==> src/sv/epoch_seconds_to_calendar_date_unit_defines.svh <==
// assertion macros for the epoch seconds to calendar date unit
// used by the top level only; expects clk and rst_n in scope
`ifndef EPOCH_SECONDS_TO_CALENDAR_DATE_UNIT_DEFINES_SVH
`define EPOCH_SECONDS_TO_CALENDAR_DATE_UNIT_DEFINES_SVH

// same-cycle implication, disabled during reset
`define ESCD_ASSERT_NOW(lbl, ante, cons, msg) \
    lbl: assert property (@(posedge clk) disable iff (!rst_n) (ante) |-> (cons)) \
        else $error(msg);

// next-cycle implication, disabled during reset
`define ESCD_ASSERT_NEXT(lbl, ante, cons, msg) \
    lbl: assert property (@(posedge clk) disable iff (!rst_n) (ante) |=> (cons)) \
        else $error(msg);

`endif

==> src/sv/escd_pkg.sv <==
// shared constants, types and the month length table of the date unit
// no dependencies
`timescale 1ns / 1ps

package escd_pkg;

    // input width and derived widths
    localparam int SECONDS_BITS = 32;
    localparam int DAYS_W       = SECONDS_BITS - 16;

    // days = (seconds >> 7) / 675 by reciprocal multiply, exact over the input range
    localparam int DAY_PRESHIFT = 7;
    localparam int SECS_HI_W    = SECONDS_BITS - DAY_PRESHIFT;
    localparam int DAY_RECIP_SH = SECS_HI_W + 10;
    localparam int DAY_RECIP_W  = SECS_HI_W + 1;
    localparam logic [DAY_RECIP_W-1:0] DAY_RECIP =
        DAY_RECIP_W'(((64'd1 << DAY_RECIP_SH) + 64'd674) / 64'd675);

    // days / 7 by reciprocal multiply, only the low quotient bits are used
    localparam int WEEK_RECIP_SH = DAYS_W + 3;
    localparam int WEEK_RECIP_W  = DAYS_W + 1;
    localparam logic [WEEK_RECIP_W-1:0] WEEK_RECIP =
        WEEK_RECIP_W'(((64'd1 << WEEK_RECIP_SH) + 64'd6) / 64'd7);

    // result field widths
    localparam int YEAR_W  = 12;
    localparam int MONTH_W = 4;
    localparam int DOM_W   = 5;
    localparam int DOW_W   = 3;

    localparam logic [YEAR_W-1:0]     EPOCH_YEAR   = 12'd1970;
    localparam logic [1:0]            EPOCH_MOD4   = 2'd2;
    localparam logic [6:0]            EPOCH_MOD100 = 7'd70;
    localparam logic [8:0]            EPOCH_MOD400 = 9'd370;
    localparam logic [MONTH_W-1:0]    LAST_MONTH   = 4'd11;
    localparam logic [MONTH_W-1:0]    FEBRUARY     = 4'd1;

    typedef enum logic [2:0] {
        ST_IDLE,
        ST_DIVIDE,
        ST_WEEKDAY,
        ST_YEAR_ONE,
        ST_YEAR_FOUR,
        ST_MONTH,
        ST_FINISH
    } escd_state_t;

    // commands from controller to datapath
    typedef struct packed {
        logic load_in;
        logic div_step;
        logic week_step;
        logic year_four;
        logic year_step;
        logic month_step;
        logic load_out;
    } escd_cmd_t;

    // status from datapath to controller
    typedef struct packed {
        logic year_done;
        logic next_aligned;
        logic month_done;
        logic out_free;
    } escd_status_t;

    // days in a month, month counted from zero
    function automatic logic [DOM_W-1:0] month_length(input logic [MONTH_W-1:0] m,
                                                      input logic leap);
        logic [DOM_W-1:0] len;
        case (m)
            4'd0:     len = 5'd31;
            FEBRUARY: len = leap ? 5'd29 : 5'd28;
            4'd2:     len = 5'd31;
            4'd3:     len = 5'd30;
            4'd4:     len = 5'd31;
            4'd5:     len = 5'd30;
            4'd6:     len = 5'd31;
            4'd7:     len = 5'd31;
            4'd8:     len = 5'd30;
            4'd9:     len = 5'd31;
            4'd10:    len = 5'd30;
            default:  len = 5'd31;
        endcase
        return len;
    endfunction

endpackage

==> src/sv/escd_if.sv <==
// valid/ready channel interfaces for seconds in and calendar date out
// depends on escd_pkg
`timescale 1ns / 1ps

interface escd_in_if import escd_pkg::*; ();
    logic                    valid;
    logic                    ready;
    logic [SECONDS_BITS-1:0] epoch_seconds;

    modport source (output valid, output epoch_seconds, input ready);
    modport sink   (input valid, input epoch_seconds, output ready);
endinterface

interface escd_out_if import escd_pkg::*; ();
    logic               valid;
    logic               ready;
    logic [YEAR_W-1:0]  year;
    logic [MONTH_W-1:0] month;
    logic [DOM_W-1:0]   day_of_month;
    logic [DOW_W-1:0]   day_of_week;

    modport source (output valid, output year, output month, output day_of_month,
                    output day_of_week, input ready);
    modport sink   (input valid, input year, input month, input day_of_month,
                    input day_of_week, output ready);
endinterface

==> src/sv/escd_ctrl.sv <==
// controller state machine: sequences divide, weekday, year walk and month walk
// depends on escd_pkg
`timescale 1ns / 1ps

module escd_ctrl import escd_pkg::*; (
    input  logic         clk,
    input  logic         rst_n,
    input  logic         in_valid,
    output logic         in_ready,
    input  escd_status_t status,
    output escd_cmd_t    cmd
);

    escd_state_t            state_reg, state_next;

    // state register
    always_ff @(posedge clk or negedge rst_n)
    begin
        if (!rst_n)
        begin
            state_reg <= ST_IDLE;
        end
        else
        begin
            state_reg <= state_next;
        end
    end

    // next state and commands
    always_comb
    begin
        state_next = state_reg;
        cmd        = '0;
        in_ready   = 1'b0;
        case (state_reg)
            ST_IDLE:
            begin
                in_ready = 1'b1;
                if (in_valid)
                begin
                    cmd.load_in = 1'b1;
                    state_next  = ST_DIVIDE;
                end
            end
            ST_DIVIDE:
            begin
                cmd.div_step = 1'b1;
                state_next   = ST_WEEKDAY;
            end
            ST_WEEKDAY:
            begin
                cmd.week_step = 1'b1;
                state_next    = ST_YEAR_ONE;
            end
            ST_YEAR_ONE:
            begin
                if (status.year_done)
                begin
                    state_next = ST_MONTH;
                end
                else
                begin
                    cmd.year_step = 1'b1;
                    if (status.next_aligned)
                    begin
                        state_next = ST_YEAR_FOUR;
                    end
                end
            end
            ST_YEAR_FOUR:
            begin
                cmd.year_four = 1'b1;
                if (status.year_done)
                begin
                    state_next = ST_YEAR_ONE;
                end
                else
                begin
                    cmd.year_step = 1'b1;
                end
            end
            ST_MONTH:
            begin
                if (status.month_done)
                begin
                    state_next = ST_FINISH;
                end
                else
                begin
                    cmd.month_step = 1'b1;
                end
            end
            ST_FINISH:
            begin
                if (status.out_free)
                begin
                    cmd.load_out = 1'b1;
                    state_next   = ST_IDLE;
                end
            end
            default:
            begin
                state_next = ST_IDLE;
            end
        endcase
    end

endmodule

==> src/sv/escd_dp.sv <==
// datapath: reciprocal-multiply divide by 86400, weekday residue, year and month walk,
// output register; depends on escd_pkg
`timescale 1ns / 1ps

module escd_dp import escd_pkg::*; (
    input  logic                    clk,
    input  logic                    rst_n,
    input  escd_cmd_t               cmd,
    output escd_status_t            status,
    input  logic [SECONDS_BITS-1:0] epoch_seconds,
    input  logic                    out_ready,
    output logic                    out_valid,
    output logic [YEAR_W-1:0]       year,
    output logic [MONTH_W-1:0]      month,
    output logic [DOM_W-1:0]        day_of_month,
    output logic [DOW_W-1:0]        day_of_week
);

    logic [SECONDS_BITS-1:0] secs_reg, secs_next;
    logic [DAYS_W-1:0]       days_reg, days_next;
    logic [2:0]              wmod_reg, wmod_next;
    logic [YEAR_W-1:0]       year_reg, year_next;
    logic [1:0]              m4_reg, m4_next;
    logic [6:0]              m100_reg, m100_next;
    logic [8:0]              m400_reg, m400_next;
    logic [MONTH_W-1:0]      month_reg, month_next;

    logic                    out_valid_reg;
    logic [YEAR_W-1:0]       year_out_reg;
    logic [MONTH_W-1:0]      month_out_reg;
    logic [DOM_W-1:0]        dom_out_reg;
    logic [DOW_W-1:0]        dow_out_reg;

    logic [SECS_HI_W+DAY_RECIP_W-1:0] day_prod;
    logic [DAYS_W+WEEK_RECIP_W-1:0]   week_prod;
    logic [2:0]              week_quo;
    logic                    leap;
    logic [10:0]             year_len;
    logic [DAYS_W-1:0]       year_len_ext, mlen_ext;
    logic [2:0]              year_inc;
    logic [7:0]              m100_sum;
    logic [9:0]              m400_sum;
    logic [DOM_W-1:0]        mlen;
    logic [3:0]              dow_sum, dow_wrap;
    logic [DOW_W-1:0]        dow_val;

    // whole days by reciprocal multiply, low bits of days / 7 for the weekday
    always_comb
    begin
        day_prod  = {{DAY_RECIP_W{1'b0}}, secs_reg[SECONDS_BITS-1:DAY_PRESHIFT]}
                  * {{SECS_HI_W{1'b0}}, DAY_RECIP};
        week_prod = {{WEEK_RECIP_W{1'b0}}, days_reg} * {{DAYS_W{1'b0}}, WEEK_RECIP};
        week_quo  = week_prod[WEEK_RECIP_SH +: 3];
    end

    // leap year from the year residues, year and month lengths
    always_comb
    begin
        leap         = (m4_reg == 2'd0) && ((m100_reg != 7'd0) || (m400_reg == 9'd0));
        year_len     = cmd.year_four ? (11'd1460 + {10'd0, leap}) : (11'd365 + {10'd0, leap});
        year_len_ext = {{(DAYS_W-11){1'b0}}, year_len};
        year_inc     = cmd.year_four ? 3'd4 : 3'd1;
        m100_sum     = {1'b0, m100_reg} + {5'd0, year_inc};
        m400_sum     = {1'b0, m400_reg} + {7'd0, year_inc};
        mlen         = month_length(month_reg, leap);
        mlen_ext     = {{(DAYS_W-DOM_W){1'b0}}, mlen};
    end

    // status to the controller
    always_comb
    begin
        status.year_done    = (days_reg < year_len_ext);
        status.next_aligned = (m4_reg == 2'd3);
        status.month_done   = (month_reg == LAST_MONTH) || (days_reg < mlen_ext);
        status.out_free     = !out_valid_reg || out_ready;
    end

    // working register updates
    always_comb
    begin
        secs_next  = secs_reg;
        days_next  = days_reg;
        wmod_next  = wmod_reg;
        year_next  = year_reg;
        m4_next    = m4_reg;
        m100_next  = m100_reg;
        m400_next  = m400_reg;
        month_next = month_reg;
        if (cmd.load_in)
        begin
            secs_next  = epoch_seconds;
            days_next  = '0;
            wmod_next  = 3'd0;
            year_next  = EPOCH_YEAR;
            m4_next    = EPOCH_MOD4;
            m100_next  = EPOCH_MOD100;
            m400_next  = EPOCH_MOD400;
            month_next = '0;
        end
        else if (cmd.div_step)
        begin
            days_next = day_prod[DAY_RECIP_SH +: DAYS_W];
        end
        else if (cmd.week_step)
        begin
            // days mod 7 is days plus the quotient, modulo 8
            wmod_next = days_reg[2:0] + week_quo;
        end
        else if (cmd.year_step)
        begin
            days_next = days_reg - year_len_ext;
            year_next = year_reg + {{(YEAR_W-3){1'b0}}, year_inc};
            m4_next   = m4_reg + year_inc[1:0];
            m100_next = (m100_sum >= 8'd100) ? 7'(m100_sum - 8'd100) : m100_sum[6:0];
            m400_next = (m400_sum >= 10'd400) ? 9'(m400_sum - 10'd400) : m400_sum[8:0];
        end
        else if (cmd.month_step)
        begin
            days_next  = days_reg - mlen_ext;
            month_next = month_reg + 1'b1;
        end
    end

    always_ff @(posedge clk)
    begin
        secs_reg  <= secs_next;
        days_reg  <= days_next;
        wmod_reg  <= wmod_next;
        year_reg  <= year_next;
        m4_reg    <= m4_next;
        m100_reg  <= m100_next;
        m400_reg  <= m400_next;
        month_reg <= month_next;
    end

    // weekday: epoch day is thursday, monday is one
    always_comb
    begin
        dow_sum  = {1'b0, wmod_reg} + 4'd3;
        dow_wrap = (dow_sum >= 4'd7) ? (dow_sum - 4'd7) : dow_sum;
        dow_val  = dow_wrap[2:0] + 3'd1;
    end

    // output register valid
    always_ff @(posedge clk or negedge rst_n)
    begin
        if (!rst_n)
        begin
            out_valid_reg <= 1'b0;
        end
        else if (cmd.load_out)
        begin
            out_valid_reg <= 1'b1;
        end
        else if (out_ready)
        begin
            out_valid_reg <= 1'b0;
        end
    end

    // output payload
    always_ff @(posedge clk)
    begin
        if (cmd.load_out)
        begin
            year_out_reg  <= year_reg;
            month_out_reg <= month_reg + 1'b1;
            dom_out_reg   <= days_reg[DOM_W-1:0] + 1'b1;
            dow_out_reg   <= dow_val;
        end
    end

    assign out_valid    = out_valid_reg;
    assign year         = year_out_reg;
    assign month        = month_out_reg;
    assign day_of_month = dom_out_reg;
    assign day_of_week  = dow_out_reg;

endmodule

==> src/sv/epoch_seconds_to_calendar_date_unit.sv <==
// Converts unsigned seconds since 1970-01-01 00:00:00 into Gregorian year, month, day of
// month and ISO weekday. One item is worked on at a time. After a seconds transfer the unit
// does the divide by 86400 (a reciprocal multiply), then the weekday residue, then the year
// walk (single years up to a multiple of four, four years per step, then single years
// again), then the month walk, and last loads the output register; it is then ready for
// the next seconds value. A finished date waits in an output register, so the next seconds
// value is taken while the previous date is still waiting; a new date is held back until
// that one is transferred.
// top level; depends on escd_pkg, escd_if, escd_ctrl, escd_dp and the assertion macros
`timescale 1ns / 1ps

`include "epoch_seconds_to_calendar_date_unit_defines.svh"

module epoch_seconds_to_calendar_date_unit import escd_pkg::*; (
    input  logic        clk,
    input  logic        rst_n,
    escd_in_if.sink     seconds,
    escd_out_if.source  date
);

    escd_cmd_t    cmd;
    escd_status_t status;

    // sequencer
    escd_ctrl u_ctrl (
        .clk      (clk),
        .rst_n    (rst_n),
        .in_valid (seconds.valid),
        .in_ready (seconds.ready),
        .status   (status),
        .cmd      (cmd)
    );

    // arithmetic and output register
    escd_dp u_dp (
        .clk           (clk),
        .rst_n         (rst_n),
        .cmd           (cmd),
        .status        (status),
        .epoch_seconds (seconds.epoch_seconds),
        .out_ready     (date.ready),
        .out_valid     (date.valid),
        .year          (date.year),
        .month         (date.month),
        .day_of_month  (date.day_of_month),
        .day_of_week   (date.day_of_week)
    );

    // checks
    `ESCD_ASSERT_NEXT(a_busy_after_transfer, seconds.valid && seconds.ready, !seconds.ready, "input taken while busy")
    `ESCD_ASSERT_NEXT(a_load_shows_result, cmd.load_out, date.valid, "loaded result not presented")
    `ESCD_ASSERT_NOW(a_result_ranges, date.valid, (date.month >= 4'd1) && (date.month <= 4'd12) && (date.day_of_month >= 5'd1) && (date.day_of_week >= 3'd1) && (date.day_of_week <= 3'd7), "result field out of range")

endmodule
==> src/flat_wrapper.sv <==
// flat-port wrapper written by rule: the top's interface ports become plain ports
module epoch_seconds_to_calendar_date_unit_flat import escd_pkg::*;
  (clk, rst_n, seconds_valid, seconds_epoch_seconds, seconds_ready, date_valid, date_year, date_month, date_day_of_month, date_day_of_week, date_ready);
  escd_in_if seconds_i ();
  escd_out_if date_i ();
  input  logic clk;
  input  logic rst_n;
  input wire logic [$bits(seconds_i.valid)-1:0] seconds_valid;
  input wire logic [$bits(seconds_i.epoch_seconds)-1:0] seconds_epoch_seconds;
  output wire logic [$bits(seconds_i.ready)-1:0] seconds_ready;
  output wire logic [$bits(date_i.valid)-1:0] date_valid;
  output wire logic [$bits(date_i.year)-1:0] date_year;
  output wire logic [$bits(date_i.month)-1:0] date_month;
  output wire logic [$bits(date_i.day_of_month)-1:0] date_day_of_month;
  output wire logic [$bits(date_i.day_of_week)-1:0] date_day_of_week;
  input wire logic [$bits(date_i.ready)-1:0] date_ready;
  assign seconds_i.valid = seconds_valid;
  assign seconds_i.epoch_seconds = seconds_epoch_seconds;
  assign seconds_ready = seconds_i.ready;
  assign date_valid = date_i.valid;
  assign date_year = date_i.year;
  assign date_month = date_i.month;
  assign date_day_of_month = date_i.day_of_month;
  assign date_day_of_week = date_i.day_of_week;
  assign date_i.ready = date_ready;
  epoch_seconds_to_calendar_date_unit u_core (.clk(clk), .rst_n(rst_n), .seconds(seconds_i), .date(date_i));
endmodule
==> config.mk <==
export PLATFORM = sky130hd
export DESIGN_NAME = epoch_seconds_to_calendar_date_unit_flat
export DESIGN_NICKNAME = d
export VERILOG_FILES = /design/src/sv/escd_pkg.sv /design/src/sv/escd_if.sv /design/src/sv/escd_ctrl.sv /design/src/sv/escd_dp.sv /design/src/sv/epoch_seconds_to_calendar_date_unit.sv /design/src/flat_wrapper.sv
export VERILOG_INCLUDE_DIRS = /design/src /design/src/sv
export SDC_FILE = /design/constraint.sdc
export NUM_CORES = 1
export LEC_CHECK = 0
export ABC_AREA = 1
export BUFFER_PORTS_ARGS = -buffer_cell sky130_fd_sc_hd__buf_4
export CAP_MARGIN = 0
export CORE_MARGIN = 3
export CORE_UTILIZATION = 35
export DETAILED_ROUTE_END_ITERATION = 6
export GPL_TIMING_DRIVEN = 0
export PLACE_DENSITY = 0.58
export SYNTH_ARGS = -nofsm -noshare
export SYNTH_HDL_FRONTEND = slang
export SYNTH_SLANG_ARGS = --single-unit
==> constraint.sdc <==
create_clock -name clk -period 7.9 [get_ports clk]
set_clock_uncertainty 0.2 [all_clocks]
set_input_delay 0.79 -clock clk [delete_from_list [all_inputs] [get_ports clk]]
set_output_delay 0.79 -clock clk [all_outputs]
set_load 0.005 [all_outputs]
==> results of run 1 <==
## cell families after synthesis
family	Yosys count	synth area share [%]
AND/OR/NAND/NOR	790	16.81
buffers and inverters	671	13.08
XOR/XNOR	50	2.195
flip-flops	106	13.20
adder cells (fa/ha/maj)	633	48.13
AO/OA/AOI/OAI	237	6.598
## through the flow
step / std cells / cell area [sq um] / setup WS (ns)
6_report: 3307 / 21640 / 1.252
4_1_cts: 3307 / 21640 / 1.221
2_1_floorplan: 2487 / 19950 / 2.203
3_3_place_gp: 3289 / 21290 / 1.283
5_1_grt: 3307 / 21640 / 0.9358
3_5_place_dp: 3290 / 21320 / 1.257
## layout by cell type, fill, tap and decap left out, types with 3 or more instances in the layout
cell type / Yosys / final
sky130_fd_sc_hd__inv_1: 644 / 644
sky130_fd_sc_hd__nand2_1: 448 / 448
sky130_fd_sc_hd__ha_1: 409 / 409
sky130_fd_sc_hd__fa_1: 224 / 224
sky130_fd_sc_hd__nor2_1: 149 / 148
sky130_fd_sc_hd__a21oi_1: 115 / 115
sky130_fd_sc_hd__nand3_1: 104 / 104
sky130_fd_sc_hd__o21ai_0: 76 / 76
sky130_fd_sc_hd__buf_4: 1 / 55
sky130_fd_sc_hd__dfxtp_1: 53 / 53
sky130_fd_sc_hd__edfxtp_1: 49 / 49
sky130_fd_sc_hd__xor2_1: 37 / 37
sky130_fd_sc_hd__nand4_1: 28 / 28
sky130_fd_sc_hd__nor3_1: 26 / 26
sky130_fd_sc_hd__o21bai_1: 16 / 16
sky130_fd_sc_hd__xnor2_1: 13 / 13
sky130_fd_sc_hd__nand3b_1: 9 / 9
sky130_fd_sc_hd__clkbuf_16: 0 / 9
sky130_fd_sc_hd__buf_6: 7 / 7
sky130_fd_sc_hd__buf_2: 6 / 6
sky130_fd_sc_hd__o211ai_1: 6 / 6
sky130_fd_sc_hd__clkbuf_1: 6 / 6
sky130_fd_sc_hd__o21ai_1: 5 / 5
sky130_fd_sc_hd__nor4_1: 4 / 4
sky130_fd_sc_hd__nand2_2: 4 / 4
sky130_fd_sc_hd__nor3b_1: 4 / 4
sky130_fd_sc_hd__inv_8: 0 / 4
sky130_fd_sc_hd__dfrtp_1: 4 / 4
sky130_fd_sc_hd__a21o_1: 3 / 3
sky130_fd_sc_hd__or2_2: 3 / 3
sky130_fd_sc_hd__a31oi_1: 3 / 3
## routing by layer
layer,global-route usage (%),up-vias
li1,-,7863
met4,4.446,0
met3,2.414,51
met1,23.30,7554
met2,33.85,221
met5,0,-
## worst max-delay path, stage by stage (launching register included)
cell	delay, ns
sky130_fd_sc_hd__edfxtp_1	0.67
sky130_fd_sc_hd__ha_1	0.41
sky130_fd_sc_hd__fa_1	0.50
sky130_fd_sc_hd__inv_1	0.05
sky130_fd_sc_hd__fa_1	0.47
sky130_fd_sc_hd__fa_1	0.57
sky130_fd_sc_hd__inv_1	0.07
sky130_fd_sc_hd__fa_1	0.55
sky130_fd_sc_hd__inv_1	0.06
sky130_fd_sc_hd__fa_1	0.53
sky130_fd_sc_hd__inv_1	0.06
sky130_fd_sc_hd__fa_1	0.48
sky130_fd_sc_hd__ha_1	0.33
sky130_fd_sc_hd__nand2_1	0.14
sky130_fd_sc_hd__nor2_1	0.24
sky130_fd_sc_hd__nand2_1	0.11
sky130_fd_sc_hd__nor3_1	0.28
sky130_fd_sc_hd__nand4_1	0.31
sky130_fd_sc_hd__nand4_1	0.19
sky130_fd_sc_hd__nand3_1	0.17
sky130_fd_sc_hd__a21oi_1	0.19
## final cells by class
type	count	share of cell area, %
plain buffers	21	0.7111
flip-flops and latches	106	12.16
inverters	650	11.34
multi-input cells	1710	67.97
clock inverters	7	0.3989
clock buffers	9	1.041
well taps	748	4.324
repair buffers	56	2.046
## path summary, 6_finish.rpt
kind                                                 startpoint                                      to  slack (ns)  cells after the start
min reg2reg                u_core.u_dp.year_reg[9]$_SDFFE_PP1P_           u_core.u_dp.year[9]$_DFFE_PP_        0.27                      0
max in group asynchronous                                 rst_n  u_core.u_ctrl.state_reg[1]$_DFFE_PN0P_        6.88                      2
min in group asynchronous                                 rst_n       u_core.u_dp.out_valid$_DFFE_PN0P_        0.52                      2
max reg2reg                  u_core.u_dp.secs_reg[23]$_DFFE_PP_    u_core.u_dp.days_reg[6]$_SDFFE_PP0P_        1.25                     20
max                          u_core.u_dp.secs_reg[23]$_DFFE_PP_    u_core.u_dp.days_reg[6]$_SDFFE_PP0P_        1.25                     20
min                        u_core.u_dp.year_reg[9]$_SDFFE_PP1P_           u_core.u_dp.year[9]$_DFFE_PP_        0.27                      0
## synth_stat cells, types with 2 or more instances
cell	instances	share of area, %
sky130_fd_sc_hd__inv_1	644	12
sky130_fd_sc_hd__nand2_1	448	8.4
sky130_fd_sc_hd__ha_1	409	26
sky130_fd_sc_hd__fa_1	224	22
sky130_fd_sc_hd__nor2_1	149	2.8
sky130_fd_sc_hd__a21oi_1	115	2.9
sky130_fd_sc_hd__nand3_1	104	2.6
sky130_fd_sc_hd__o21ai_0	76	1.9
sky130_fd_sc_hd__dfxtp_1	53	5.3
sky130_fd_sc_hd__edfxtp_1	49	7.4
sky130_fd_sc_hd__xor2_1	37	1.6
sky130_fd_sc_hd__nand4_1	28	0.88
sky130_fd_sc_hd__nor3_1	26	0.65
sky130_fd_sc_hd__o21bai_1	16	0.60
sky130_fd_sc_hd__xnor2_1	13	0.57
sky130_fd_sc_hd__nand3b_1	9	0.34
sky130_fd_sc_hd__buf_6	7	0.40
sky130_fd_sc_hd__buf_2	6	0.15
sky130_fd_sc_hd__clkbuf_1	6	0.11
sky130_fd_sc_hd__o211ai_1	6	0.23
sky130_fd_sc_hd__o21ai_1	5	0.13
sky130_fd_sc_hd__dfrtp_1	4	0.50
sky130_fd_sc_hd__nand2_2	4	0.13
sky130_fd_sc_hd__nor3b_1	4	0.15
sky130_fd_sc_hd__nor4_1	4	0.13
sky130_fd_sc_hd__a21o_1	3	0.11
sky130_fd_sc_hd__a31oi_1	3	0.094
sky130_fd_sc_hd__or2_2	3	0.094
sky130_fd_sc_hd__a211oi_1	2	0.075
sky130_fd_sc_hd__a21oi_2	2	0.088
sky130_fd_sc_hd__clkinv_1	2	0.038
sky130_fd_sc_hd__clkinv_4	2	0.088
sky130_fd_sc_hd__nand2_4	2	0.11
sky130_fd_sc_hd__nand3_2	2	0.10
sky130_fd_sc_hd__o21a_1	2	0.075
==> Implementation_results.wiki, run 1 <==
{| class="wikitable"
! Metric !! Value
|-
| Setup repair after global routing missed its margin || no
|-
| Crit path launch type || flop
|-
| DRT met1 WL || 24100 microns
|-
| Post-layout minimum cycle time || 6.648 ns
|-
| Layout filler cell count || 5851
|-
| Die Area || 59900 sq um
|-
| Highest attainable clock frequency || 150.4 MHz
|-
| Vertical extent of the die || 244.8 microns
|-
| Per-cell routed wire length || 16.28 microns
|-
| Final net count || 3223
|-
| Hold Crit Class || reg -> reg
|-
| HPWL after DPL || 46430 microns
|-
| Share of the cycle needed by the critical path after routing || 84.15%
|-
| Area growth from synthesis to layout || 8.486%
|-
| Number of enable-type register cells in the synthesized netlist || 49
|-
| Slew headroom || 33.06%
|-
| Actual slew at the worst max-slew pin || 1.004 ns
|-
| First-pass DRT Iterations || 5
|-
| Detailed route wirelength on metal3 || 1686 microns
|-
| Hold-fix buffers, CTS || 1
|-
| Total number of yosys warnings || 0
|-
| Clock latency reported for the late side of the worst-skew pair || 0.40 ns
|-
| Post-Synthesis Cell Area || 19950 sq um
|-
| Top layer in use || met4
|-
| Routed Wire Length || 53850 microns
|-
| Reg area || 2633 sq um
|-
| Mapped Cells || 2487
|-
| Crit path kind || reg -> reg
|-
| Run status || finished, final reports clean
|-
| Max FFs per register || 25
|-
| Data arrival at the endpoint of the critical path || 6.79 ns
|-
| Post-synthesis async set-or-reset flop share || 3.774%
|-
| Max-slew violation total from the final report || 0
|-
| Antenna violations before repair || 0
|-
| Number of input and output port buffers inserted || 54
|-
| Number of vias after detailed routing || 15689
|-
| Detailed router's first-iteration violation count || 720
|-
| DIE WIDTH || 244.8 microns
|-
| Starting utilization of the core area || 35.79%
|-
| Setup fix buffers added after clock tree synthesis || 0
|-
| GPL Wtd Cong || 0.9203
|-
| Number of buffers created by CTS || 9
|-
| Wire length of the first global-routing pass || 87630 microns
|-
| Antenna cell count || 0
|-
| Overall routing resource usage || 18.60%
|-
| Count of distinct cell types in the synthesized netlist || 53
|-
| Commonest register cell after synthesis || sky130_fd_sc_hd__dfxtp_1
|-
| Bufs on Longest Clock Path || 2
|-
| Worst hold slack across all endpoints || 0.2688 ns
|-
| Routed via count divided by cell count || 4.744
|-
| Area occupied by multi-input gates || 14710 sq um
|-
| TritonCTS clock tree || built
|-
| Number of gates resized after CTS || 0
|-
| Core box area || 55740 sq um
|-
| CTS Root Cell || sky130_fd_sc_hd__clkbuf_16
|-
| Max_cap viols || 0
|-
| Setup-failing EPs final || 0
|-
| Wire length on met2 || 27000 microns
|-
| Number of synthesized register bits || 106
|-
| Clock slew seen by the registers of the worst setup and hold paths || 0.09 ns
|-
| Fraction of layout cells with a size suffix above 1 || 4.377%
|-
| Portion of the post-synthesis area used by sequential elements || 13.20%
|-
| Setup crit end kind || flop
|-
| Net count after synthesis || 3156
|-
| Antenna viol nets, final || 0
|-
| Number of ports placed on the die boundary || 62
|-
| Hold violation count in the final report || 0
|-
| DRC violation count after routing || 0
|-
| Total congestion overflow after global routing || 0
|-
| Pin count of the biggest net entering global routing || 35
|-
| Mean Syn Cell Area || 8.022 sq um
|-
| Utilization after layout || 38.83%
|-
| Clock tree sinks || 106
|-
| Cell Rows || 86
|-
| Endpoint required time on the critical path || 8.04 ns
|-
| Vias in the first global route || 16622
|-
| Setup_tns || 0 ns
|-
| Worst Path Max Fanout || 8
|-
| H-tree depth reported by CTS || 3
|}
Power of run 1 is not shown: default switching activity piles up to over one toggle a cycle in this logic, so the estimate is an artifact.
==> run 2: changes to the inputs <==
- ABC_AREA: 1 -> 0
- PLACE_DENSITY: 0.58 -> 0.6
- clock period: 7.9 -> 5.9 ns (I/O delays scaled with it)
==> run 2 against run 1 <==
The run now ends with setup timing left; die area shrank 9.9%; via count shrank 15%; critical path depth up 4; final cell count shrank 18%; register-to-register slack got worse by 2.0 ns; worst setup slack worse by 2.0 ns; global-route usage fell by 1.5 points; sequential share of layout area grew 0.40 points; routed wire length decreased by 16%; worst hold slack worse by 0.11 ns; synthesized cell count shrank 25%; critical path type unchanged; highest routed layer unchanged.
==> Implementation_results.wiki, run 2 <==
{| class="wikitable"
! Metric !! Value
|-
| Run status || complete, but fails checks
|-
| Violations in the final reports || setup timing
|-
| Per-cell routed wire length || 16.71 microns (+2.6%)
|-
| Top post-synthesis cells by count || sky130_fd_sc_hd__inv_1, sky130_fd_sc_hd__ha_1, sky130_fd_sc_hd__fa_1, sky130_fd_sc_hd__nand2_1, sky130_fd_sc_hd__a21oi_1
|-
| Worst hold slack across all endpoints || 0.1596 ns (-0.1092 ns)
|-
| Endpoint required time on the critical path || 5.96 ns (-2.08 ns)
|-
| Grt peak-use layer || met2
|-
| Hold Crit Class || in -> reg
|-
| Worst Path Max Fanout || 4 (-4)
|-
| Highest-count cells in the layout ignoring fill and taps || sky130_fd_sc_hd__inv_1, sky130_fd_sc_hd__ha_1, sky130_fd_sc_hd__fa_1, sky130_fd_sc_hd__buf_4, sky130_fd_sc_hd__nand2_1
|-
| Setup repair after global routing missed its margin || yes
|-
| Number of input and output port buffers inserted || 54 (unchanged)
|-
| Post-Synthesis Cell Area || 17930 sq um (-10%)
|-
| Max FFs per register || 25 (unchanged)
|-
| Most instantiated library cell after synthesis || sky130_fd_sc_hd__inv_1
|-
| GPL Wtd Cong || 0.8792 (-4.5%)
|-
| CTS Root Cell || sky130_fd_sc_hd__clkbuf_16
|-
| H-tree depth reported by CTS || 3 (unchanged)
|-
| Setup-failing EPs final || 17 (+17)
|-
| Number of ports placed on the die boundary || 62 (unchanged)
|-
| Mapped Cells || 1870 (-25%)
|-
| Hold violation count in the final report || 0 (unchanged)
|-
| Bufs on Longest Clock Path || 2 (unchanged)
|-
| Actual slew at the worst max-slew pin || 0.8828 ns (-0.1212 ns)
|-
| Peak supply drop || 0.1238 mV
|-
| DRC violation count after routing || 0 (unchanged)
|-
| Fraction of layout cells with a size suffix above 1 || 16.48% (+12 points)
|-
| Vertical extent of the die || 232.3 microns (-5.1%)
|-
| Detailed router's first-iteration violation count || 566 (-21%)
|-
| Final worst setup slack || -0.7711 ns (-2.023 ns)
|-
| Internal power of the cells || 1.079 mW
|-
| Antenna viol nets, final || 0 (unchanged)
|-
| Share of the cycle needed by the critical path after routing || 113.1% (+29 points)
|-
| First-pass DRT Iterations || 5 (unchanged)
|-
| Total congestion overflow after global routing || 0 (unchanged)
|-
| Cell taking the most area after synthesis || sky130_fd_sc_hd__ha_1
|-
| Wire length of the first global-routing pass || 72770 microns (-17%)
|-
| Clock slew seen by the registers of the worst setup and hold paths || 0.10 ns (about the same)
|-
| Core box area || 50380 sq um (-9.6%)
|-
| Pin count of the biggest net entering global routing || 35 (unchanged)
|-
| Die Area || 53980 sq um (-9.9%)
|-
| Routing usage on met1 || 22.30% (-1.0 points)
|-
| Crit path kind || reg -> reg
|-
| Mean Syn Cell Area || 9.589 sq um (+20%)
|-
| Global routing met3 resource utilization || 1.742% (-0.67 points)
|-
| TritonCTS clock tree || built
|-
| Clock tree sinks || 106 (unchanged)
|-
| Leak || 10.74 nW
|-
| Sequential fraction of design power || 52.8%
|-
| Count of distinct cell types in the synthesized netlist || 78 (+47%)
|-
| Reg-to-reg setup timing slack || -0.77 ns (-2.02 ns)
|-
| HPWL after DPL || 35970 microns (-23%)
|-
| Data arrival at the endpoint of the critical path || 6.73 ns (-0.06 ns)
|-
| DIE WIDTH || 232.3 microns (-5.1%)
|-
| Worst slack, placed || -1.230 ns (-2.487 ns)
|-
| Number of vias after detailed routing || 13332 (-15%)
|-
| Antenna violations before repair || 0 (unchanged)
|-
| Setup crit end kind || flop
|-
| Switching power || 365.4 uW
|-
| Clock latency reported for the late side of the worst-skew pair || 0.40 ns (about the same)
|-
| Area share of the largest cell type after synthesis || 28.54% (+2.9 points)
|-
| Overall routing resource usage || 17.05% (-1.5 points)
|-
| Crit path launch type || flop
|-
| Post-layout minimum cycle time || 6.671 ns (+0.02304 ns)
|-
| Commonest register cell after synthesis || sky130_fd_sc_hd__dfxtp_1
|-
| Switching part of the total power || 25.29%
|-
| Number of synthesized register bits || 106 (unchanged)
|-
| Top area cells in the synthesized netlist || sky130_fd_sc_hd__ha_1, sky130_fd_sc_hd__fa_1, sky130_fd_sc_hd__inv_1
|-
| Number of buffers created by CTS || 9 (unchanged)
|-
| Utilization after layout || 41.94% (+3.1 points)
|-
| Clock power share || 46.1%
|-
| Relative contribution of combinational cells to total power || 1.1%
|-
| Most frequent standard cell in the layout excluding fill and tap cells || sky130_fd_sc_hd__inv_1
|-
| Layout filler cell count || 4811 (-18%)
|-
| Antenna cell count || 0 (unchanged)
|-
| Final net count || 2703 (-16%)
|-
| Slew headroom || 41.14% (+8.1 points)
|-
| Post-synthesis async set-or-reset flop share || 3.774% (unchanged)
|-
| Cell Rows || 82 (-4.7%)
|-
| Total number of yosys warnings || 0 (unchanged)
|-
| Starting utilization of the core area || 35.59% (-0.20 points)
|-
| Power density normalized to cell area || 68.36 nW/um^2
|-
| Met2 usage || 29.71% (-4.1 points)
|-
| Highest attainable clock frequency || 149.9 MHz (-0.35%)
|-
| Max_cap viols || 0 (unchanged)
|-
| Portion of the post-synthesis area used by sequential elements || 14.68% (+1.5 points)
|-
| Number of enable-type register cells in the synthesized netlist || 49 (unchanged)
|-
| Routed via count divided by cell count || 4.918 (+3.7%)
|-
| Net count after synthesis || 2539 (-20%)
|-
| Routed Wire Length || 45310 microns (-16%)
|-
| Max-slew violation total from the final report || 0 (unchanged)
|-
| Area growth from synthesis to layout || 17.84%
|-
| Vias in the first global route || 14064 (-15%)
|}
## run 2: cell count changes after synthesis, moves of 30 or more
cell                      previous run  this run
sky130_fd_sc_hd__nor2_1            149        52
sky130_fd_sc_hd__a21oi_1           115        79
sky130_fd_sc_hd__nand3_1           104        43
sky130_fd_sc_hd__nand2_1           448       101
sky130_fd_sc_hd__xnor2_1            13        43
sky130_fd_sc_hd__inv_1             644       461
## run 2: worst max-delay path, cell delays in order, from the launching register on
cell and delay [ns]:
sky130_fd_sc_hd__edfxtp_1 0.52, sky130_fd_sc_hd__buf_6 0.17, sky130_fd_sc_hd__fa_1 0.51, sky130_fd_sc_hd__inv_2 0.04
sky130_fd_sc_hd__fa_1 0.48, sky130_fd_sc_hd__inv_2 0.08, sky130_fd_sc_hd__ha_4 0.12, sky130_fd_sc_hd__inv_2 0.03
sky130_fd_sc_hd__fa_1 0.51, sky130_fd_sc_hd__inv_2 0.04, sky130_fd_sc_hd__fa_1 0.51, sky130_fd_sc_hd__fa_1 0.53
sky130_fd_sc_hd__inv_1 0.05, sky130_fd_sc_hd__fa_1 0.51, sky130_fd_sc_hd__inv_2 0.05, sky130_fd_sc_hd__ha_4 0.29
sky130_fd_sc_hd__nand2_4 0.06, sky130_fd_sc_hd__or3_1 0.35, sky130_fd_sc_hd__and4bb_1 0.25, sky130_fd_sc_hd__a221o_2 0.24
sky130_fd_sc_hd__nor2_4 0.08, sky130_fd_sc_hd__o311ai_4 0.29, sky130_fd_sc_hd__a31oi_1 0.14, sky130_fd_sc_hd__xor2_1 0.33
sky130_fd_sc_hd__o22ai_1 0.12
## run 2: area by class of cell
type | instances | area [sq um] | share of cell area [%]
Timing Repair Buffer | 155 | 1244 | 5.886
Sequential cell | 106 | 2654 | 12.56
Buffer | 27 | 135.1 | 0.6395
Clock buffer | 9 | 225.2 | 1.066
Tap cell | 672 | 840.8 | 3.979
Clock inverter | 7 | 80.08 | 0.3790
Inverter | 462 | 1739 | 8.231
Multi-Input combinational cell | 1273 | 14210 | 67.26
## run 2: worst paths after layout
kind,to,from,depth (start not counted)
worst max-delay path,u_core.u_dp.days_reg[14]$_SDFFE_PP0P_,u_core.u_dp.secs_reg[12]$_DFFE_PP_,24
worst min-delay path,u_core.u_dp.secs_reg[18]$_DFFE_PP_,seconds_epoch_seconds[18],1
worst max register to register,u_core.u_dp.days_reg[14]$_SDFFE_PP0P_,u_core.u_dp.secs_reg[12]$_DFFE_PP_,24
worst min register to register,u_core.u_dp.year[11]$_DFFE_PP_,u_core.u_dp.year_reg[11]$_SDFFE_PP0P_,0
max in group asynchronous,u_core.u_ctrl.state_reg[0]$_DFFE_PN0P_,rst_n,2
min in group asynchronous,u_core.u_dp.out_valid$_DFFE_PN0P_,rst_n,2
## run 2: metal layers
layer | wire length [microns] | share of wire (%) | vias to the layer above
met4 | 1159 | 2.6 | 0
met2 | 22560 | 50 | 231
met1 | 20060 | 44 | 6596
met5 | 0 | 0 | -
li1 | - | - | 6443
met3 | 1526 | 3.4 | 62
## run 2: kinds of logic (layout without fill, tap and decap cells)
| family | after synthesis | in the layout | synth area share (%) |
|---|---|---|---|
| flops | 106 | 106 | 14.68 |
| fa+ha+maj | 633 | 633 | 53.55 |
| simple gates | 303 | 303 | 8.241 |
| xor+xnor | 67 | 67 | 3.273 |
| mux | 5 | 5 | 0.2791 |
| buf+inv | 491 | 660 | 10.42 |
| compound gates | 265 | 265 | 9.560 |
## run 2: through the flow
step / total power [mW] / TNS [ns] / cells / area, sq um
after global placement: 0.7958 / -16.07 / 2596 / 19340
after floorplan: 0.7812 / -1.102 / 1870 / 18090
after CTS: 1.472 / -8.494 / 2687 / 20680
after detailed placement: 0.7962 / -16.64 / 2598 / 19370
final: 1.444 / -8.864 / 2711 / 21130
after global routing: 1.485 / -12.15 / 2711 / 21130
## run 2: power groups by stage
stage	sequential [mW]	clock, mW	combinational, mW
global placement	0.781	0	0.0148
CTS	0.763	0.693	0.0157
finish	0.763	0.666	0.0155
floorplan	0.781	0	0.000166
global route	0.763	0.706	0.0165
detailed placement	0.781	0	0.0152
## run 2: what timing repair did
| action | in CTS | in global routing |
|---|---|---|
| buffers inserted | 72 | 26 |
| setup endpoints to repair | 17 | 18 |
| pin swaps | 65 | 72 |
| resized for setup | 94 | 64 |
| hold endpoints to repair | 4 | 0 |
| hold buffers | 1 | 0 |
Note: power is estimated with default switching activity, not from simulation.
==> run 3: changes to the inputs <==
- SKIP_LAST_GASP: not set -> 1
- TNS_END_PERCENT: not set -> 20
==> run 3 against run 2 <==
The flow still finishes with violations (setup timing); critical path depth decreased by 5; clock-buffer cell count unchanged; sequential share of layout area increased by 0.12 points; final cell count decreased by 0.15%; fmax increased by 0.59%; total power increased by 0.38%; sequential power about the same; worst setup slack improved by 0.039 ns; worst hold slack improved by 0.017 ns; critical endpoint unchanged.
==> Implementation_results.wiki, run 3 (same netlist as run 2, synthesis figures left out) <==
{| class="wikitable"
! Metric !! Value
|-
| Run status || complete, but fails checks
|-
| Violations in the final reports || setup timing
|-
| CTS Root Cell || sky130_fd_sc_hd__clkbuf_16
|-
| Die Area || 53980 sq um (unchanged)
|-
| Clock power share || 46.2% (about the same)
|-
| Area growth from synthesis to layout || 15.98%
|-
| Worst hold path depth || 1 (unchanged)
|-
| Worst slack, placed || -1.386 ns (-0.1558 ns)
|-
| GPL Wtd Cong || 0.8794 (about the same)
|-
| DRT met1 WL || 20220 microns (+0.78%)
|-
| Endpoint required time on the critical path || 5.95 ns (about the same)
|-
| Reg-to-reg setup timing slack || -0.73 ns (+0.04 ns)
|-
| Max_cap viols || 0 (unchanged)
|-
| Core box area || 50380 sq um (unchanged)
|-
| Max-slew violation total from the final report || 0 (unchanged)
|-
| Setup crit end kind || flop
|-
| Detailed router's first-iteration violation count || 567 (+0.18%)
|-
| First-pass DRT Iterations || 5 (unchanged)
|-
| Setup repair after global routing missed its margin || yes
|-
| HPWL after DPL || 35890 microns (-0.21%)
|-
| Cell Rows || 82 (unchanged)
|-
| H-tree depth reported by CTS || 3 (unchanged)
|-
| Antenna cell count || 0 (unchanged)
|-
| Peak supply drop || 0.1462 mV (+18%)
|-
| Wire length of the first global-routing pass || 70350 microns (-3.3%)
|-
| Hold violation count in the final report || 0 (unchanged)
|-
| Routed via count divided by cell count || 4.904 (-0.29%)
|-
| Starting utilization of the core area || 35.59% (unchanged)
|-
| Final worst setup slack || -0.7318 ns (+0.03936 ns)
|-
| Highest attainable clock frequency || 150.8 MHz (+0.59%)
|-
| Critical register-to-register path endpoint || u_core.u_dp.days_reg[14]$_SDFFE_PP0P_
|-
| Final standard cell count with taps included and fillers excluded || 2707 (-0.15%)
|-
| Highest-count cells in the layout ignoring fill and taps || sky130_fd_sc_hd__inv_1, sky130_fd_sc_hd__ha_1, sky130_fd_sc_hd__fa_1, sky130_fd_sc_hd__buf_4, sky130_fd_sc_hd__nand2_1
|-
| Worst setup path startpoint || u_core.u_dp.secs_reg[24]$_DFFE_PP_
|-
| Top layer in use || met4
|-
| Per-cell routed wire length || 16.43 microns (-1.7%)
|-
| Slew headroom || 36.32% (-4.8 points)
|-
| Overall routing resource usage || 16.56% (-0.50 points)
|-
| Worst hold slack across all endpoints || 0.1765 ns (+0.01693 ns)
|-
| Total congestion overflow after global routing || 0 (unchanged)
|-
| Crit path launch type || flop
|-
| Post-layout minimum cycle time || 6.632 ns (-0.03936 ns)
|-
| Clock latency reported for the late side of the worst-skew pair || 0.38 ns (-0.02 ns)
|-
| Pin count of the biggest net entering global routing || 35 (unchanged)
|-
| Data arrival at the endpoint of the critical path || 6.68 ns (-0.05 ns)
|-
| Detailed route wirelength on metal3 || 1378 microns (-9.7%)
|-
| TritonCTS clock tree || built
|-
| Clock tree sinks || 106 (unchanged)
|-
| Hold Crit Class || in -> reg
|-
| Reg area || 2636 sq um (-0.66%)
|-
| Share of the cycle needed by the critical path after routing || 112.4% (-0.67 points)
|-
| Antenna violations before repair || 0 (unchanged)
|-
| Actual slew at the worst max-slew pin || 0.9532 ns (+0.07038 ns)
|-
| Number of input and output port buffers inserted || 54 (unchanged)
|-
| Max FFs per register || 25 (unchanged)
|-
| Leak || 10.61 nW (-1.2%)
|-
| Routed Wire Length || 44470 microns (-1.8%)
|-
| Worst setup path end || u_core.u_dp.days_reg[14]$_SDFFE_PP0P_
|-
| Layout filler cell count || 4821 (+0.21%)
|-
| Relative contribution of combinational cells to total power || 1.1% (about the same)
|-
| Number of ports placed on the die boundary || 62 (unchanged)
|-
| Bufs on Longest Clock Path || 2 (unchanged)
|-
| Crit path kind || reg -> reg
|-
| Wire length on met2 || 21880 microns (-3.0%)
|-
| Final net count || 2699 (-0.15%)
|-
| Number of buffers created by CTS || 9 (unchanged)
|-
| Number of cells on the worst reg-to-reg path || 19 (-21%)
|-
| Switching part of the total power || 22.95% (-2.3 points)
|-
| Antenna viol nets, final || 0 (unchanged)
|-
| Fraction of layout cells with a size suffix above 1 || 13.61% (-2.9 points)
|-
| Setup-failing EPs final || 17 (unchanged)
|-
| Vertical extent of the die || 232.3 microns (unchanged)
|-
| Area after DPL || 19360 sq um (about the same)
|-
| Total instance count after detailed placement || 2598 (unchanged)
|-
| Worst Path Max Fanout || 5 (+1)
|-
| Switching power || 332.7 uW (-8.9%)
|-
| DRC violation count after routing || 0 (unchanged)
|-
| Number of vias after detailed routing || 13274 (-0.44%)
|-
| Clock slew seen by the registers of the worst setup and hold paths || 0.08 ns (-0.02 ns)
|-
| Area occupied by multi-input gates || 13930 sq um (-1.9%)
|-
| Vias in the first global route || 13692 (-2.6%)
|-
| Internal power of the cells || 1.117 mW (+3.5%)
|-
| Final design area excluding fillers || 20800 sq um (-1.6%)
|-
| Startpoint of the worst-slack reg-to-reg timing path || u_core.u_dp.secs_reg[24]$_DFFE_PP_
|-
| Sequential fraction of design power || 52.7% (about the same)
|-
| Power density normalized to cell area || 69.72 nW/um^2 (+2.0%)
|-
| Setup_tns || -9.005 ns (-0.1413 ns)
|-
| DIE WIDTH || 232.3 microns (unchanged)
|-
| Most frequent standard cell in the layout excluding fill and tap cells || sky130_fd_sc_hd__inv_1
|}
==> run 3: changes by cell type in the layout (fill, tap and decap cells not counted), sizes merged <==
| cell | delta |
|---|---|
| buf | -3 |
| inv | -2 |
| bufinv | +1 |
| clkbuf | -1 |
| clkinvlp | +1 |
==> run 3: power by group through the flow <==
stage / Clock (mW) / Sequential (mW) / Combinational (mW)
finish: 0.670 / 0.764 / 0.0156
global route: 0.713 / 0.764 / 0.0169
CTS: 0.696 / 0.764 / 0.0159
detailed placement: 0 / 0.781 / 0.0154
global placement: 0 / 0.781 / 0.0150
floorplan: 0 / 0.781 / 0.000166
==> run 3: repair_timing <==
item,in CTS,in global routing
pin swaps,55,36
hold buffers,1,0
buffers inserted,77,17
resized for setup,54,31
hold endpoints to repair,4,0
endpoints found under the setup margin,18,18
==> run 3: metal layers <==
metal | track usage (%) | vias to the layer above
li1 | - | 6444
met1 | 21.79 | 6557
met2 | 28.53 | 222
met3 | 2.024 | 51
met4 | 4.744 | 0
met5 | 0 | -
==> run 3: cell type report <==
cell class / instances / share of cell area [%]
Inverter: 462 / 8.357
Clock inverter: 7 / 0.4633
Tap cell: 672 / 4.043
Multi-Input combinational cell: 1273 / 67.01
Sequential cell: 106 / 12.68
Clock buffer: 9 / 1.083
Timing Repair Buffer: 151 / 5.704
Buffer: 27 / 0.6678
==> run 3: worst min-delay path by stage <==
stage,startpoint,to,slack [ns]
5_1_grt,seconds_epoch_seconds[16],u_core.u_dp.secs_reg[16]$_DFFE_PP_,0.17
3_3_place_gp,rst_n,u_core.u_dp.out_valid$_DFFE_PN0P_,0.19
3_5_place_dp,rst_n,u_core.u_dp.out_valid$_DFFE_PN0P_,0.19
4_1_cts,seconds_epoch_seconds[18],u_core.u_dp.secs_reg[18]$_DFFE_PP_,0.15
6_report,seconds_epoch_seconds[18],u_core.u_dp.secs_reg[18]$_DFFE_PP_,0.18
2_1_floorplan,rst_n,u_core.u_ctrl.state_reg[0]$_DFFE_PN0P_,0.09
==> run 3: through the flow <==
step           util [%]  power, mW
6_report          41.28      1.450
5_1_grt           41.28      1.494
4_1_cts           40.73      1.476
3_5_place_dp      38.43     0.7964
3_3_place_gp      38.37     0.7960
2_1_floorplan         -     0.7812
==> run 3: critical path, cell delays in order, from the launching register on <==
cell                       delay, ns
sky130_fd_sc_hd__edfxtp_1       0.53
sky130_fd_sc_hd__fa_1           0.64
sky130_fd_sc_hd__ha_4           0.22
sky130_fd_sc_hd__fa_2           0.53
sky130_fd_sc_hd__fa_1           0.43
sky130_fd_sc_hd__fa_1           0.49
sky130_fd_sc_hd__fa_1           0.54
sky130_fd_sc_hd__inv_1          0.05
sky130_fd_sc_hd__fa_1           0.53
sky130_fd_sc_hd__inv_1          0.07
sky130_fd_sc_hd__ha_4           0.28
sky130_fd_sc_hd__nand4_1        0.16
sky130_fd_sc_hd__nor4_4         0.42
sky130_fd_sc_hd__and4bb_1       0.25
sky130_fd_sc_hd__a221o_2        0.25
sky130_fd_sc_hd__nor2_4         0.09
sky130_fd_sc_hd__o311ai_4       0.28
sky130_fd_sc_hd__a31oi_1        0.13
sky130_fd_sc_hd__xor2_1         0.28
sky130_fd_sc_hd__o22ai_1        0.11
